**src/design/alle_pkg.sv**
```systemverilog
// types and constants shared by the linked list engine
// controller, datapath and checker; no dependencies
package alle_pkg;

    // most results emitted by one list out request
    localparam int MAX_RESULTS = 16;

    // request codes as they arrive on the op field
    typedef enum logic [2:0] {
        OP_ADD_FIRST = 3'd0,
        OP_ADD_AFTER = 3'd1,
        OP_ADD_LAST  = 3'd2,
        OP_DEL_FIRST = 3'd3,
        OP_DEL_AFTER = 3'd4,
        OP_DEL_LAST  = 3'd5,
        OP_DEL_ALL   = 3'd6,
        OP_LIST_OUT  = 3'd7
    } t_op;

    // result status codes
    typedef enum logic [1:0] {
        ST_OK     = 2'd0,
        ST_FULL   = 2'd1,
        ST_EMPTY  = 2'd2,
        ST_BADPOS = 2'd3
    } t_status;

    // micro operations issued by the controller to the datapath
    typedef enum logic [4:0] {
        UOP_NOP         = 5'd0,
        UOP_LOAD        = 5'd1,
        UOP_RD_HEAD     = 5'd2,
        UOP_RD_POS      = 5'd3,
        UOP_SCAN_STEP   = 5'd4,
        UOP_TAKE_FIRST  = 5'd5,
        UOP_TAKE_AFTER  = 5'd6,
        UOP_SET_POS     = 5'd7,
        UOP_WALK_STEP   = 5'd8,
        UOP_LINK_NEW    = 5'd9,
        UOP_LINK_POS    = 5'd10,
        UOP_DEL_FIRST   = 5'd11,
        UOP_DA_VICT     = 5'd12,
        UOP_DA_FIX      = 5'd13,
        UOP_DL_FIX      = 5'd14,
        UOP_CLR_ALL     = 5'd15,
        UOP_EMIT_STATUS = 5'd16,
        UOP_LIST_EMIT   = 5'd17
    } t_uop;

    // command from controller to datapath
    typedef struct packed {
        t_uop    uop;
        t_status status;
    } t_dp_cmd;

    // status from datapath to controller
    typedef struct packed {
        logic empty;     // head is end of list
        logic full;      // every slot taken
        logic pos_ok;    // given slot is in range and occupied
        logic scan_hit;  // slot under the scan pointer is free
        logic lrd_end;   // link just read is end of list
        logic list_fin;  // current list out word is the final one
        logic out_free;  // output register can take a word
    } t_dp_stat;

endpackage

```
**src/design/alle_ctrl.sv**
```systemverilog
// controller state machine of the linked list engine
// depends on alle_pkg; drives alle_dp through command and status structs
module alle_ctrl (
    input  logic               i_clk,
    input  logic               i_rst_n,
    input  logic               i_valid,
    output logic               o_stall,
    input  logic [2:0]         i_op,
    input  alle_pkg::t_dp_stat i_stat,
    output alle_pkg::t_dp_cmd  o_cmd
);
    import alle_pkg::*;

    typedef enum logic [10:0] {
        S_IDLE     = 11'b000_0000_0001,
        S_DISPATCH = 11'b000_0000_0010,
        S_SCAN     = 11'b000_0000_0100,
        S_WALK     = 11'b000_0000_1000,
        S_AA_LINK  = 11'b000_0001_0000,
        S_AA_POS   = 11'b000_0010_0000,
        S_DELF     = 11'b000_0100_0000,
        S_DA_CHK   = 11'b000_1000_0000,
        S_DA_FIX   = 11'b001_0000_0000,
        S_LIST     = 11'b010_0000_0000,
        S_EMIT     = 11'b100_0000_0000
    } t_state;

    t_state  r_state, n_state;
    t_op     r_op, n_op;
    t_status r_status, n_status;
    t_uop    uop;

    // request words are taken only while idle
    assign o_stall = (r_state != S_IDLE);

    // next state and micro operation
    always_comb begin
        n_state  = r_state;
        n_op     = r_op;
        n_status = r_status;
        uop      = UOP_NOP;
        unique case (r_state)
            S_IDLE: begin
                if (i_valid) begin
                    uop      = UOP_LOAD;
                    n_op     = t_op'(i_op);
                    n_status = ST_OK;
                    n_state  = S_DISPATCH;
                end
            end
            S_DISPATCH: begin
                unique case (r_op)
                    OP_ADD_FIRST: begin
                        if (i_stat.full) begin
                            n_status = ST_FULL;
                            n_state  = S_EMIT;
                        end else begin
                            n_state = S_SCAN;
                        end
                    end
                    OP_ADD_AFTER: begin
                        if (i_stat.full) begin
                            n_status = ST_FULL;
                            n_state  = S_EMIT;
                        end else if (!i_stat.pos_ok) begin
                            n_status = ST_BADPOS;
                            n_state  = S_EMIT;
                        end else begin
                            n_state = S_SCAN;
                        end
                    end
                    OP_ADD_LAST: begin
                        // add last on an empty list is add first
                        if (i_stat.empty) begin
                            n_op    = OP_ADD_FIRST;
                            n_state = S_SCAN;
                        end else if (i_stat.full) begin
                            n_status = ST_FULL;
                            n_state  = S_EMIT;
                        end else begin
                            uop     = UOP_RD_HEAD;
                            n_state = S_WALK;
                        end
                    end
                    OP_DEL_FIRST: begin
                        if (i_stat.empty) begin
                            n_status = ST_EMPTY;
                            n_state  = S_EMIT;
                        end else begin
                            uop     = UOP_RD_HEAD;
                            n_state = S_DELF;
                        end
                    end
                    OP_DEL_AFTER: begin
                        if (!i_stat.pos_ok) begin
                            n_status = ST_BADPOS;
                            n_state  = S_EMIT;
                        end else begin
                            uop     = UOP_RD_POS;
                            n_state = S_DA_CHK;
                        end
                    end
                    OP_DEL_LAST: begin
                        if (i_stat.empty) begin
                            n_status = ST_EMPTY;
                            n_state  = S_EMIT;
                        end else begin
                            uop     = UOP_RD_HEAD;
                            n_state = S_WALK;
                        end
                    end
                    OP_DEL_ALL: begin
                        uop     = UOP_CLR_ALL;
                        n_state = S_EMIT;
                    end
                    OP_LIST_OUT: begin
                        if (i_stat.empty) begin
                            n_status = ST_EMPTY;
                            n_state  = S_EMIT;
                        end else begin
                            uop     = UOP_RD_HEAD;
                            n_state = S_LIST;
                        end
                    end
                    default: n_state = S_EMIT;
                endcase
            end
            S_SCAN: begin
                // one slot a cycle until the lowest free one is found
                if (i_stat.scan_hit) begin
                    if (r_op == OP_ADD_FIRST) begin
                        uop     = UOP_TAKE_FIRST;
                        n_state = S_EMIT;
                    end else begin
                        uop     = UOP_TAKE_AFTER;
                        n_state = S_AA_LINK;
                    end
                end else begin
                    uop = UOP_SCAN_STEP;
                end
            end
            S_WALK: begin
                // follow links one slot a cycle to the tail
                if (!i_stat.lrd_end) begin
                    uop = UOP_WALK_STEP;
                end else if (r_op == OP_DEL_LAST) begin
                    uop     = UOP_DL_FIX;
                    n_state = S_EMIT;
                end else begin
                    uop     = UOP_SET_POS;
                    n_state = S_SCAN;
                end
            end
            S_AA_LINK: begin
                uop     = UOP_LINK_NEW;
                n_state = S_AA_POS;
            end
            S_AA_POS: begin
                uop     = UOP_LINK_POS;
                n_state = S_EMIT;
            end
            S_DELF: begin
                uop     = UOP_DEL_FIRST;
                n_state = S_EMIT;
            end
            S_DA_CHK: begin
                if (i_stat.lrd_end) begin
                    n_status = ST_BADPOS;
                    n_state  = S_EMIT;
                end else begin
                    uop     = UOP_DA_VICT;
                    n_state = S_DA_FIX;
                end
            end
            S_DA_FIX: begin
                uop     = UOP_DA_FIX;
                n_state = S_EMIT;
            end
            S_LIST: begin
                // one entry word per cycle while the output can take it
                if (i_stat.out_free) begin
                    uop = UOP_LIST_EMIT;
                    if (i_stat.list_fin) begin
                        n_state = S_IDLE;
                    end
                end
            end
            S_EMIT: begin
                if (i_stat.out_free) begin
                    uop     = UOP_EMIT_STATUS;
                    n_state = S_IDLE;
                end
            end
            default: n_state = S_IDLE;
        endcase
    end

    assign o_cmd.uop    = uop;
    assign o_cmd.status = r_status;

    // state register
    always_ff @(posedge i_clk) begin
        if (!i_rst_n) begin
            r_state <= S_IDLE;
        end else begin
            r_state <= n_state;
        end
    end

    // request code and pending status
    always_ff @(posedge i_clk) begin
        r_op     <= n_op;
        r_status <= n_status;
    end

endmodule

```
**src/design/alle_dp.sv**
```systemverilog
// datapath of the linked list engine: head, count, free map, link and
// payload memories, walk and scan pointers, output register; uses alle_pkg
module alle_dp #(
    parameter int SLOTS = 16
) (
    input  logic               i_clk,
    input  logic               i_rst_n,
    input  alle_pkg::t_dp_cmd  i_cmd,
    output alle_pkg::t_dp_stat o_stat,
    input  logic [3:0]         i_position,
    input  logic [31:0]        i_brand_code,
    input  logic [31:0]        i_colour_code,
    input  logic [15:0]        i_item_size,
    output logic               o_valid,
    input  logic               i_stall,
    output logic [1:0]         o_status,
    output logic [3:0]         o_slot,
    output logic [4:0]         o_entry_count,
    output logic [31:0]        o_out_brand,
    output logic [31:0]        o_out_colour,
    output logic [15:0]        o_out_size,
    output logic               o_last
);
    import alle_pkg::*;

    localparam int IW = $clog2(SLOTS);
    localparam int LW = $clog2(SLOTS + 1);
    localparam int CW = $clog2(SLOTS + 1);
    localparam int NW = $clog2(MAX_RESULTS);
    localparam int PW = 80;
    localparam logic [LW-1:0] LINK_END = LW'(SLOTS);

    // link and payload memories
    logic [LW-1:0] mem_link [SLOTS];
    logic [PW-1:0] mem_pay  [SLOTS];

    // control state
    logic [LW-1:0]    r_head;
    logic [CW-1:0]    r_count;
    logic [SLOTS-1:0] r_free;
    logic             r_ovalid;

    // working registers
    logic [IW-1:0] r_pidx;
    logic          r_inrange;
    logic [31:0]   r_b;
    logic [31:0]   r_c;
    logic [15:0]   r_s;
    logic [IW-1:0] r_cur;
    logic [LW-1:0] r_pre;
    logic [IW-1:0] r_scan;
    logic [IW-1:0] r_k;
    logic [NW-1:0] r_n;
    logic [LW-1:0] r_lrd;
    logic [PW-1:0] r_prd;

    // output register
    t_status     r_ostatus;
    logic [3:0]  r_oslot;
    logic [4:0]  r_ocount;
    logic [31:0] r_obrand;
    logic [31:0] r_ocolour;
    logic [15:0] r_osize;
    logic        r_olast;

    // memory port controls
    logic          link_we;
    logic [IW-1:0] link_wa;
    logic [LW-1:0] link_wd;
    logic          pay_we;
    logic          rd_en;
    logic [IW-1:0] rd_a;

    logic lrd_end;
    logic list_fin;
    logic out_free;

    assign lrd_end  = (r_lrd == LINK_END);
    assign list_fin = lrd_end || (r_n == NW'(MAX_RESULTS - 1));
    assign out_free = !r_ovalid || !i_stall;

    // status back to the controller
    assign o_stat.empty    = (r_head == LINK_END);
    assign o_stat.full     = (r_count == CW'(SLOTS));
    assign o_stat.pos_ok   = r_inrange && !r_free[r_pidx];
    assign o_stat.scan_hit = r_free[r_scan];
    assign o_stat.lrd_end  = lrd_end;
    assign o_stat.list_fin = list_fin;
    assign o_stat.out_free = out_free;

    // memory port selection per micro operation
    always_comb begin
        link_we = 1'b0;
        link_wa = r_k;
        link_wd = r_lrd;
        pay_we  = 1'b0;
        rd_en   = 1'b0;
        rd_a    = IW'(r_lrd);
        unique case (i_cmd.uop)
            UOP_RD_HEAD: begin
                rd_en = 1'b1;
                rd_a  = IW'(r_head);
            end
            UOP_RD_POS: begin
                rd_en = 1'b1;
                rd_a  = r_pidx;
            end
            UOP_TAKE_FIRST: begin
                pay_we  = 1'b1;
                link_we = 1'b1;
                link_wa = r_scan;
                link_wd = r_head;
            end
            UOP_TAKE_AFTER: begin
                // fetch the predecessor's link alongside the payload write
                pay_we = 1'b1;
                rd_en  = 1'b1;
                rd_a   = r_pidx;
            end
            UOP_LINK_NEW: begin
                link_we = 1'b1;
                link_wa = r_k;
                link_wd = r_lrd;
            end
            UOP_LINK_POS: begin
                link_we = 1'b1;
                link_wa = r_pidx;
                link_wd = LW'(r_k);
            end
            UOP_DA_FIX: begin
                link_we = 1'b1;
                link_wa = r_pidx;
                link_wd = r_lrd;
            end
            UOP_DL_FIX: begin
                link_we = (r_pre != LINK_END);
                link_wa = IW'(r_pre);
                link_wd = LINK_END;
            end
            UOP_WALK_STEP, UOP_DA_VICT: begin
                rd_en = 1'b1;
            end
            UOP_LIST_EMIT: begin
                rd_en = !lrd_end;
            end
            default: begin
            end
        endcase
    end

    // memories with registered read
    always_ff @(posedge i_clk) begin
        if (link_we) begin
            mem_link[link_wa] <= link_wd;
        end
        if (pay_we) begin
            mem_pay[r_scan] <= {r_b, r_c, r_s};
        end
        if (rd_en) begin
            r_lrd <= mem_link[rd_a];
            r_prd <= mem_pay[rd_a];
        end
    end

    // head, count, free map and output valid
    always_ff @(posedge i_clk) begin
        if (!i_rst_n) begin
            r_head   <= LINK_END;
            r_count  <= '0;
            r_free   <= '1;
            r_ovalid <= 1'b0;
        end else begin
            unique case (i_cmd.uop)
                UOP_TAKE_FIRST: begin
                    r_head         <= LW'(r_scan);
                    r_free[r_scan] <= 1'b0;
                    r_count        <= r_count + CW'(1);
                end
                UOP_TAKE_AFTER: begin
                    r_free[r_scan] <= 1'b0;
                    r_count        <= r_count + CW'(1);
                end
                UOP_DEL_FIRST: begin
                    r_head        <= r_lrd;
                    r_free[r_cur] <= 1'b1;
                    r_count       <= r_count - CW'(1);
                end
                UOP_DA_FIX: begin
                    r_free[r_cur] <= 1'b1;
                    r_count       <= r_count - CW'(1);
                end
                UOP_DL_FIX: begin
                    if (r_pre == LINK_END) begin
                        r_head <= LINK_END;
                    end
                    r_free[r_cur] <= 1'b1;
                    r_count       <= r_count - CW'(1);
                end
                UOP_CLR_ALL: begin
                    r_head  <= LINK_END;
                    r_free  <= '1;
                    r_count <= '0;
                end
                default: begin
                end
            endcase
            if (i_cmd.uop == UOP_EMIT_STATUS || i_cmd.uop == UOP_LIST_EMIT) begin
                r_ovalid <= 1'b1;
            end else if (!i_stall) begin
                r_ovalid <= 1'b0;
            end
        end
    end

    // working registers and output word
    always_ff @(posedge i_clk) begin
        unique case (i_cmd.uop)
            UOP_LOAD: begin
                r_pidx    <= IW'(i_position);
                r_inrange <= (32'(i_position) < 32'(SLOTS));
                r_b       <= i_brand_code;
                r_c       <= i_colour_code;
                r_s       <= i_item_size;
                r_cur     <= IW'(r_head);
                r_pre     <= LINK_END;
                r_scan    <= '0;
                r_n       <= '0;
            end
            UOP_SCAN_STEP: begin
                r_scan <= r_scan + IW'(1);
            end
            UOP_TAKE_FIRST, UOP_TAKE_AFTER: begin
                r_k <= r_scan;
            end
            UOP_SET_POS: begin
                r_pidx <= r_cur;
            end
            UOP_WALK_STEP: begin
                r_pre <= LW'(r_cur);
                r_cur <= IW'(r_lrd);
            end
            UOP_DEL_FIRST, UOP_DL_FIX: begin
                r_k <= r_cur;
            end
            UOP_DA_VICT: begin
                r_cur <= IW'(r_lrd);
                r_k   <= IW'(r_lrd);
            end
            UOP_CLR_ALL: begin
                r_k <= '0;
            end
            UOP_EMIT_STATUS: begin
                r_ostatus <= i_cmd.status;
                r_oslot   <= (i_cmd.status == ST_OK) ? 4'(r_k) : 4'd0;
                r_ocount  <= 5'(r_count);
                r_obrand  <= '0;
                r_ocolour <= '0;
                r_osize   <= '0;
                r_olast   <= 1'b1;
            end
            UOP_LIST_EMIT: begin
                r_ostatus <= ST_OK;
                r_oslot   <= 4'(r_cur);
                r_ocount  <= 5'(r_count);
                r_obrand  <= r_prd[79:48];
                r_ocolour <= r_prd[47:16];
                r_osize   <= r_prd[15:0];
                r_olast   <= list_fin;
                r_cur     <= IW'(r_lrd);
                r_n       <= r_n + NW'(1);
            end
            default: begin
            end
        endcase
    end

    assign o_valid       = r_ovalid;
    assign o_status      = r_ostatus;
    assign o_slot        = r_oslot;
    assign o_entry_count = r_ocount;
    assign o_out_brand   = r_obrand;
    assign o_out_colour  = r_ocolour;
    assign o_out_size    = r_osize;
    assign o_last        = r_olast;

endmodule

```
**src/design/array_linked_list_engine.sv**
```systemverilog
// top level of the linked list engine: controller plus datapath
// depends on alle_pkg, alle_ctrl and alle_dp
//
// Usage:
//   Request channel (i_valid / o_stall) carries one word: op, position and
//   the payload of a new entry. Result channel (o_valid / i_stall) carries
//   status, slot, entry count, entry payload and last.
//   Each request gives exactly one status word, except list out, which gives
//   one word per entry in list order (at most 16), the final one with last.
//   One request is worked on at a time; o_stall is high from acceptance until
//   its final word is in the output register, while that word may still wait.
//   Steps: delete all and status words decided at dispatch go from dispatch
//   straight to emit; add first scans for the lowest free slot (one slot
//   scanned per cycle); add after also links the new slot in; add last
//   walks to the tail and then scans, and delete last walks to the tail,
//   both following one link per cycle through the link memory read port;
//   list out gives one entry word per cycle while the output can take it.
//   Reset empties the list (all slots free) and clears the output valid;
//   no clearing pass is needed. While the receiver stalls the output word
//   holds and the engine waits before writing its next word.
module array_linked_list_engine #(
    parameter int SLOTS = 16
) (
    input  logic        i_clk,
    input  logic        i_rst_n,
    input  logic        i_valid,
    output logic        o_stall,
    input  logic [2:0]  i_op,
    input  logic [3:0]  i_position,
    input  logic [31:0] i_brand_code,
    input  logic [31:0] i_colour_code,
    input  logic [15:0] i_item_size,
    output logic        o_valid,
    input  logic        i_stall,
    output logic [1:0]  o_status,
    output logic [3:0]  o_slot,
    output logic [4:0]  o_entry_count,
    output logic [31:0] o_out_brand,
    output logic [31:0] o_out_colour,
    output logic [15:0] o_out_size,
    output logic        o_last
);
    import alle_pkg::*;

    t_dp_cmd  cmd;
    t_dp_stat stat;

    // sequencing of each request
    alle_ctrl u_ctrl (
        .i_clk   (i_clk),
        .i_rst_n (i_rst_n),
        .i_valid (i_valid),
        .o_stall (o_stall),
        .i_op    (i_op),
        .i_stat  (stat),
        .o_cmd   (cmd)
    );

    // list storage and result word
    alle_dp #(
        .SLOTS (SLOTS)
    ) u_dp (
        .i_clk         (i_clk),
        .i_rst_n       (i_rst_n),
        .i_cmd         (cmd),
        .o_stat        (stat),
        .i_position    (i_position),
        .i_brand_code  (i_brand_code),
        .i_colour_code (i_colour_code),
        .i_item_size   (i_item_size),
        .o_valid       (o_valid),
        .i_stall       (i_stall),
        .o_status      (o_status),
        .o_slot        (o_slot),
        .o_entry_count (o_entry_count),
        .o_out_brand   (o_out_brand),
        .o_out_colour  (o_out_colour),
        .o_out_size    (o_out_size),
        .o_last        (o_last)
    );

endmodule

```
**config.mk**
```make
export PLATFORM = sky130hd
export DESIGN_NAME = array_linked_list_engine
export DESIGN_NICKNAME = d
export VERILOG_FILES = /design/src/design/alle_pkg.sv /design/src/design/alle_ctrl.sv /design/src/design/alle_dp.sv /design/src/design/array_linked_list_engine.sv
export SDC_FILE = /design/constraint.sdc
export NUM_CORES = 2
export LEC_CHECK = 0
export BUFFER_PORTS_ARGS = -buffer_cell sky130_fd_sc_hd__buf_4
export CORE_ASPECT_RATIO = 0.9
export CORE_MARGIN = 2
export CORE_UTILIZATION = 40
export DETAILED_ROUTE_END_ITERATION = 10
export PLACE_DENSITY = 0.53
export SYNTH_ARGS = -nofsm -noshare
export SYNTH_HDL_FRONTEND = slang
export SYNTH_SLANG_ARGS = --single-unit
```
**constraint.sdc**
```tcl
create_clock -name i_clk -period 37.2 [get_ports i_clk]
set_input_delay 7.44 -clock i_clk [delete_from_list [all_inputs] [get_ports i_clk]]
set_output_delay 7.44 -clock i_clk [all_outputs]
set_load 0.005 [all_outputs]
```
==> impl_metrics.env <==
export IMPL_vdd_drop_max_mv=0.04318
export IMPL_clock_sinks=1685
export IMPL_mappedNetlistArea_mm2=0.06467
export IMPL_fill_cells=13608
export IMPL_rsz0062_at_grt="false"
export IMPL_crit_path_max_fanout=59
export IMPL_grt_antenna_before_repair=3
export IMPL_cts_tree="built"
export IMPL_synth_seq_cells=1685
export IMPL_ff_latch_area_mm2=0.05022
export IMPL_gp_congestion=0.8535
export IMPL_final_max_slew_violation_count=0
export IMPL_fin_crit_sh_pct=39.18
export IMPL_first_pass_iters=6
export IMPL_async_flop_share_pct=0
export IMPL_setup_viol=0
export IMPL_synth_warnings=0
export IMPL_die_area_mm2=0.1649
export IMPL_holdWs_ns=0.5025
export IMPL_dp_cells=5777
export IMPL_grt_pass1_wl_mm=239.2
export IMPL_clockBufferDepth=3
export IMPL_fmax_ghz=0.06861
export IMPL_coreArea_mm2=0.1600
export IMPL_cts_buffers=172
export IMPL_final_hold_violation_count=0
export IMPL_grt_overflow=0
export IMPL_drc=0
export IMPL_post_cts_buffers=0
export IMPL_power_density_mw_per_mm2=54.34
export IMPL_synth_edf_count=1647
export IMPL_totalWireLength_mm=168.8
export IMPL_fin_nets=3936
export IMPL_critical_path_slowest_cell="buf_4"
export IMPL_die_h_um=385.5
export IMPL_fp_dieW_um=427.9
export IMPL_rows=139
export IMPL_drive_above_1_share_pct=13.76
export IMPL_via_count=33893
export IMPL_hp_class="flop to flop"
export IMPL_post_route_util_pct=46.29
export IMPL_critPathKind="input pin to flop"
export IMPL_route_antenna_remaining_nets=0
export IMPL_initial_utilization_pct=40.42
export IMPL_status="finished clean"
export IMPL_end_kind="flop"
export IMPL_synth_ff_type="edfxtp_1"
export IMPL_num_io_pins=185
export IMPL_port_buffers=184
export IMPL_slowest_delay_ns=0.90
export IMPL_skew_ns=0.03454
export IMPL_critPathLaunchType="input pin"
export IMPL_ys_seq_area_share_pct=77.65
export IMPL_clock_root_buffer="clkbuf_16"
export IMPL_grt_pass1_vias=33311
export IMPL_cts_hold_buf=0
export IMPL_worst_slew_pin_slew_ns=1.177
export IMPL_maxSlewHeadroom_pct=21.54
export IMPL_vias_per_cell=5.564
export IMPL_p_leak_nw=25.90
export IMPL_crit_top_cell="buf_4"
export IMPL_syn_to_final_growth_pct=14.53
export IMPL_syn_num_nets=3705
export IMPL_ys_types=76
export IMPL_required_ns=37.74
export IMPL_dp_final_hpwl_mm=83.47
export IMPL_wire_per_inst_um=27.72
export IMPL_cts_resized=0
export IMPL_worstSkewPairLatency_ns=0.81
export IMPL_cts_htree_levels=4
export IMPL_grt_start_max_net_pins=146
export IMPL_path_clk_slew_ns=0.06
export IMPL_instances_no_fill=6092
export IMPL_multiInputGateArea_mm2=0.01364
export IMPL_tns_ns=0
export IMPL_crit_path_cell_trace="buf_4, and2_1, nor4_2, buf_4, buf_4, nor4_1, a2bb2oi_2, o211ai_1, o21ai_4, buf_4, buf_4, buf_4, buf_4, buf_4, mux2i_1, o22ai_1, or4_1"
export IMPL_syn_area_per_cell_um2=17.94
export IMPL_power_mw=4.025
export IMPL_drt_iter0_drc=3489
export IMPL_postSynthCellCount=3605
export IMPL_grtUsageTotal_pct=20.07
export IMPL_worstPathArrival_ns=15.12
export IMPL_maxCapViolCount=0
export IMPL_period_minus_slack_ns=14.58
## per-layer routing
metal | global-route usage, % | up-vias | part of all wire, %
li1 | - | 15025 | -
met1 | 28.05 | 17571 | 44
met2 | 32.84 | 1082 | 48
met3 | 3.326 | 215 | 5.9
met4 | 5.030 | 0 | 1.9
met5 | 0 | - | 0
## worst max-delay path: cells and delay by family
family	cells	cell delay (ns)
buffers and inverters	8	5.18
and+or+nand+nor	4	1.23
AOI/OAI and AO/OA	4	0.63
muxes	1	0.30
## cell usage after synthesis, types with 5 or more instances
cell type | instances | share of area, %
nor3_1 | 24 | 0.19
and3_1 | 11 | 0.11
a21boi_0 | 6 | 0.070
o211ai_1 | 12 | 0.14
buf_4 | 7 | 0.081
nor4b_1 | 5 | 0.068
nor2b_1 | 17 | 0.16
o22ai_1 | 341 | 3.3
nor4_1 | 11 | 0.11
a211oi_1 | 6 | 0.070
ha_1 | 8 | 0.15
mux2_2 | 13 | 0.23
buf_2 | 101 | 0.78
or3_1 | 7 | 0.068
a21oi_1 | 32 | 0.25
xor2_1 | 5 | 0.068
o21a_1 | 7 | 0.081
a21o_1 | 13 | 0.15
and2_1 | 91 | 0.88
nand3_1 | 30 | 0.23
a22o_1 | 7 | 0.095
inv_1 | 19 | 0.11
a31oi_1 | 6 | 0.058
nor2_1 | 64 | 0.37
nand2b_1 | 9 | 0.087
clkbuf_1 | 79 | 0.46
xnor2_1 | 6 | 0.081
dfxtp_1 | 38 | 1.2
nor3b_1 | 5 | 0.058
or4_1 | 93 | 1.1
a22oi_1 | 10 | 0.12
edfxtp_1 | 1647 | 76
o21ai_0 | 33 | 0.26
mux2i_1 | 687 | 11
o211a_1 | 5 | 0.077
nand2_1 | 63 | 0.37
nand4_1 | 6 | 0.058
buf_1 | 7 | 0.041
mux4_2 | 6 | 0.21
## layout by cell type, fill, tap and decap left out, types with 20 or more instances in the layout
master,count
nand2_1,63
nand3_1,29
clkinv_2,26
nor3_1,20
a21oi_1,32
nor2_1,52
mux2i_1,687
o21ai_0,33
buf_4,251
dfxtp_1,38
edfxtp_1,1647
clkbuf_1,42
o22ai_1,341
or4_1,93
clkbuf_16,173
clkinv_1,38
and2_1,91
## stage by stage
| stage | cell area [um^2] | setup slack, ns |
|---|---|---|
| 6_report | 74070 | 22.62 |
| 5_1_grt | 74070 | 22.16 |
| 4_1_cts | 74070 | 22.60 |
| 3_5_place_dp | 68540 | 21.73 |
| 3_3_place_gp | 68540 | 21.85 |
| 2_1_floorplan | 64670 | 16.22 |
## registers in the layout, indices dropped and copies added, names as in the netlist, 5 cells and up
name	flops
u_dp.o_out_brand	32
u_dp.o_out_colour	32
u_dp.mem_link	80
u_dp.r_pre	5
u_dp.o_out_size	16
u_ctrl.r_state	11
u_dp.r_lrd	5
u_dp.o_entry_count	5
u_dp.r_c	32
u_dp.mem_pay	1280
u_dp.r_b	32
u_dp.r_prd	80
u_dp.r_free	16
u_dp.r_count	5
u_dp.r_head	5
u_dp.r_s	16
## report_power, final
part           leakage [nW]  internal, mW  switching [mW]
registers              15.4          2.15          0.0629
logic                  7.85        0.0414          0.0757
clock network          2.68         0.966           0.731
total                  25.9          3.16           0.870
## cells by family (layout without fill, tap and decap cells)
family,count (synthesis),count (layout),synth area share [%]
flops,1685,1685,77.65
other cells,0,1,0
xor+xnor,11,11,0.1490
mux,706,706,11.07
fa+ha+maj,9,9,0.1857
buf+inv,217,588,1.542
simple gates,455,455,4.107
compound gates,522,522,5.299
## layout make-up
type / count / area share, %
well taps: 2115 / 3.573
inverters: 19 / 0.1030
diodes: 1 / 0.003378
multi-input cells: 1703 / 18.41
clock inverters: 99 / 1.404
repair buffers: 255 / 2.652
clock buffers: 215 / 6.057
flip-flops and latches: 1685 / 67.80
## worst paths after layout
check,depth (start not counted),start,end,slack (ns)
hold reg to reg,1,u_dp.r_prd[43],u_dp.o_out_colour[27],0.50
hold / removal,1,u_dp.r_prd[43],u_dp.o_out_colour[27],0.50
setup reg to reg,17,u_ctrl.r_state[4],u_dp.r_prd[48],28.45
setup / recovery,17,i_stall,u_dp.r_prd[48],22.62
(Power assumes the default switching activity.)
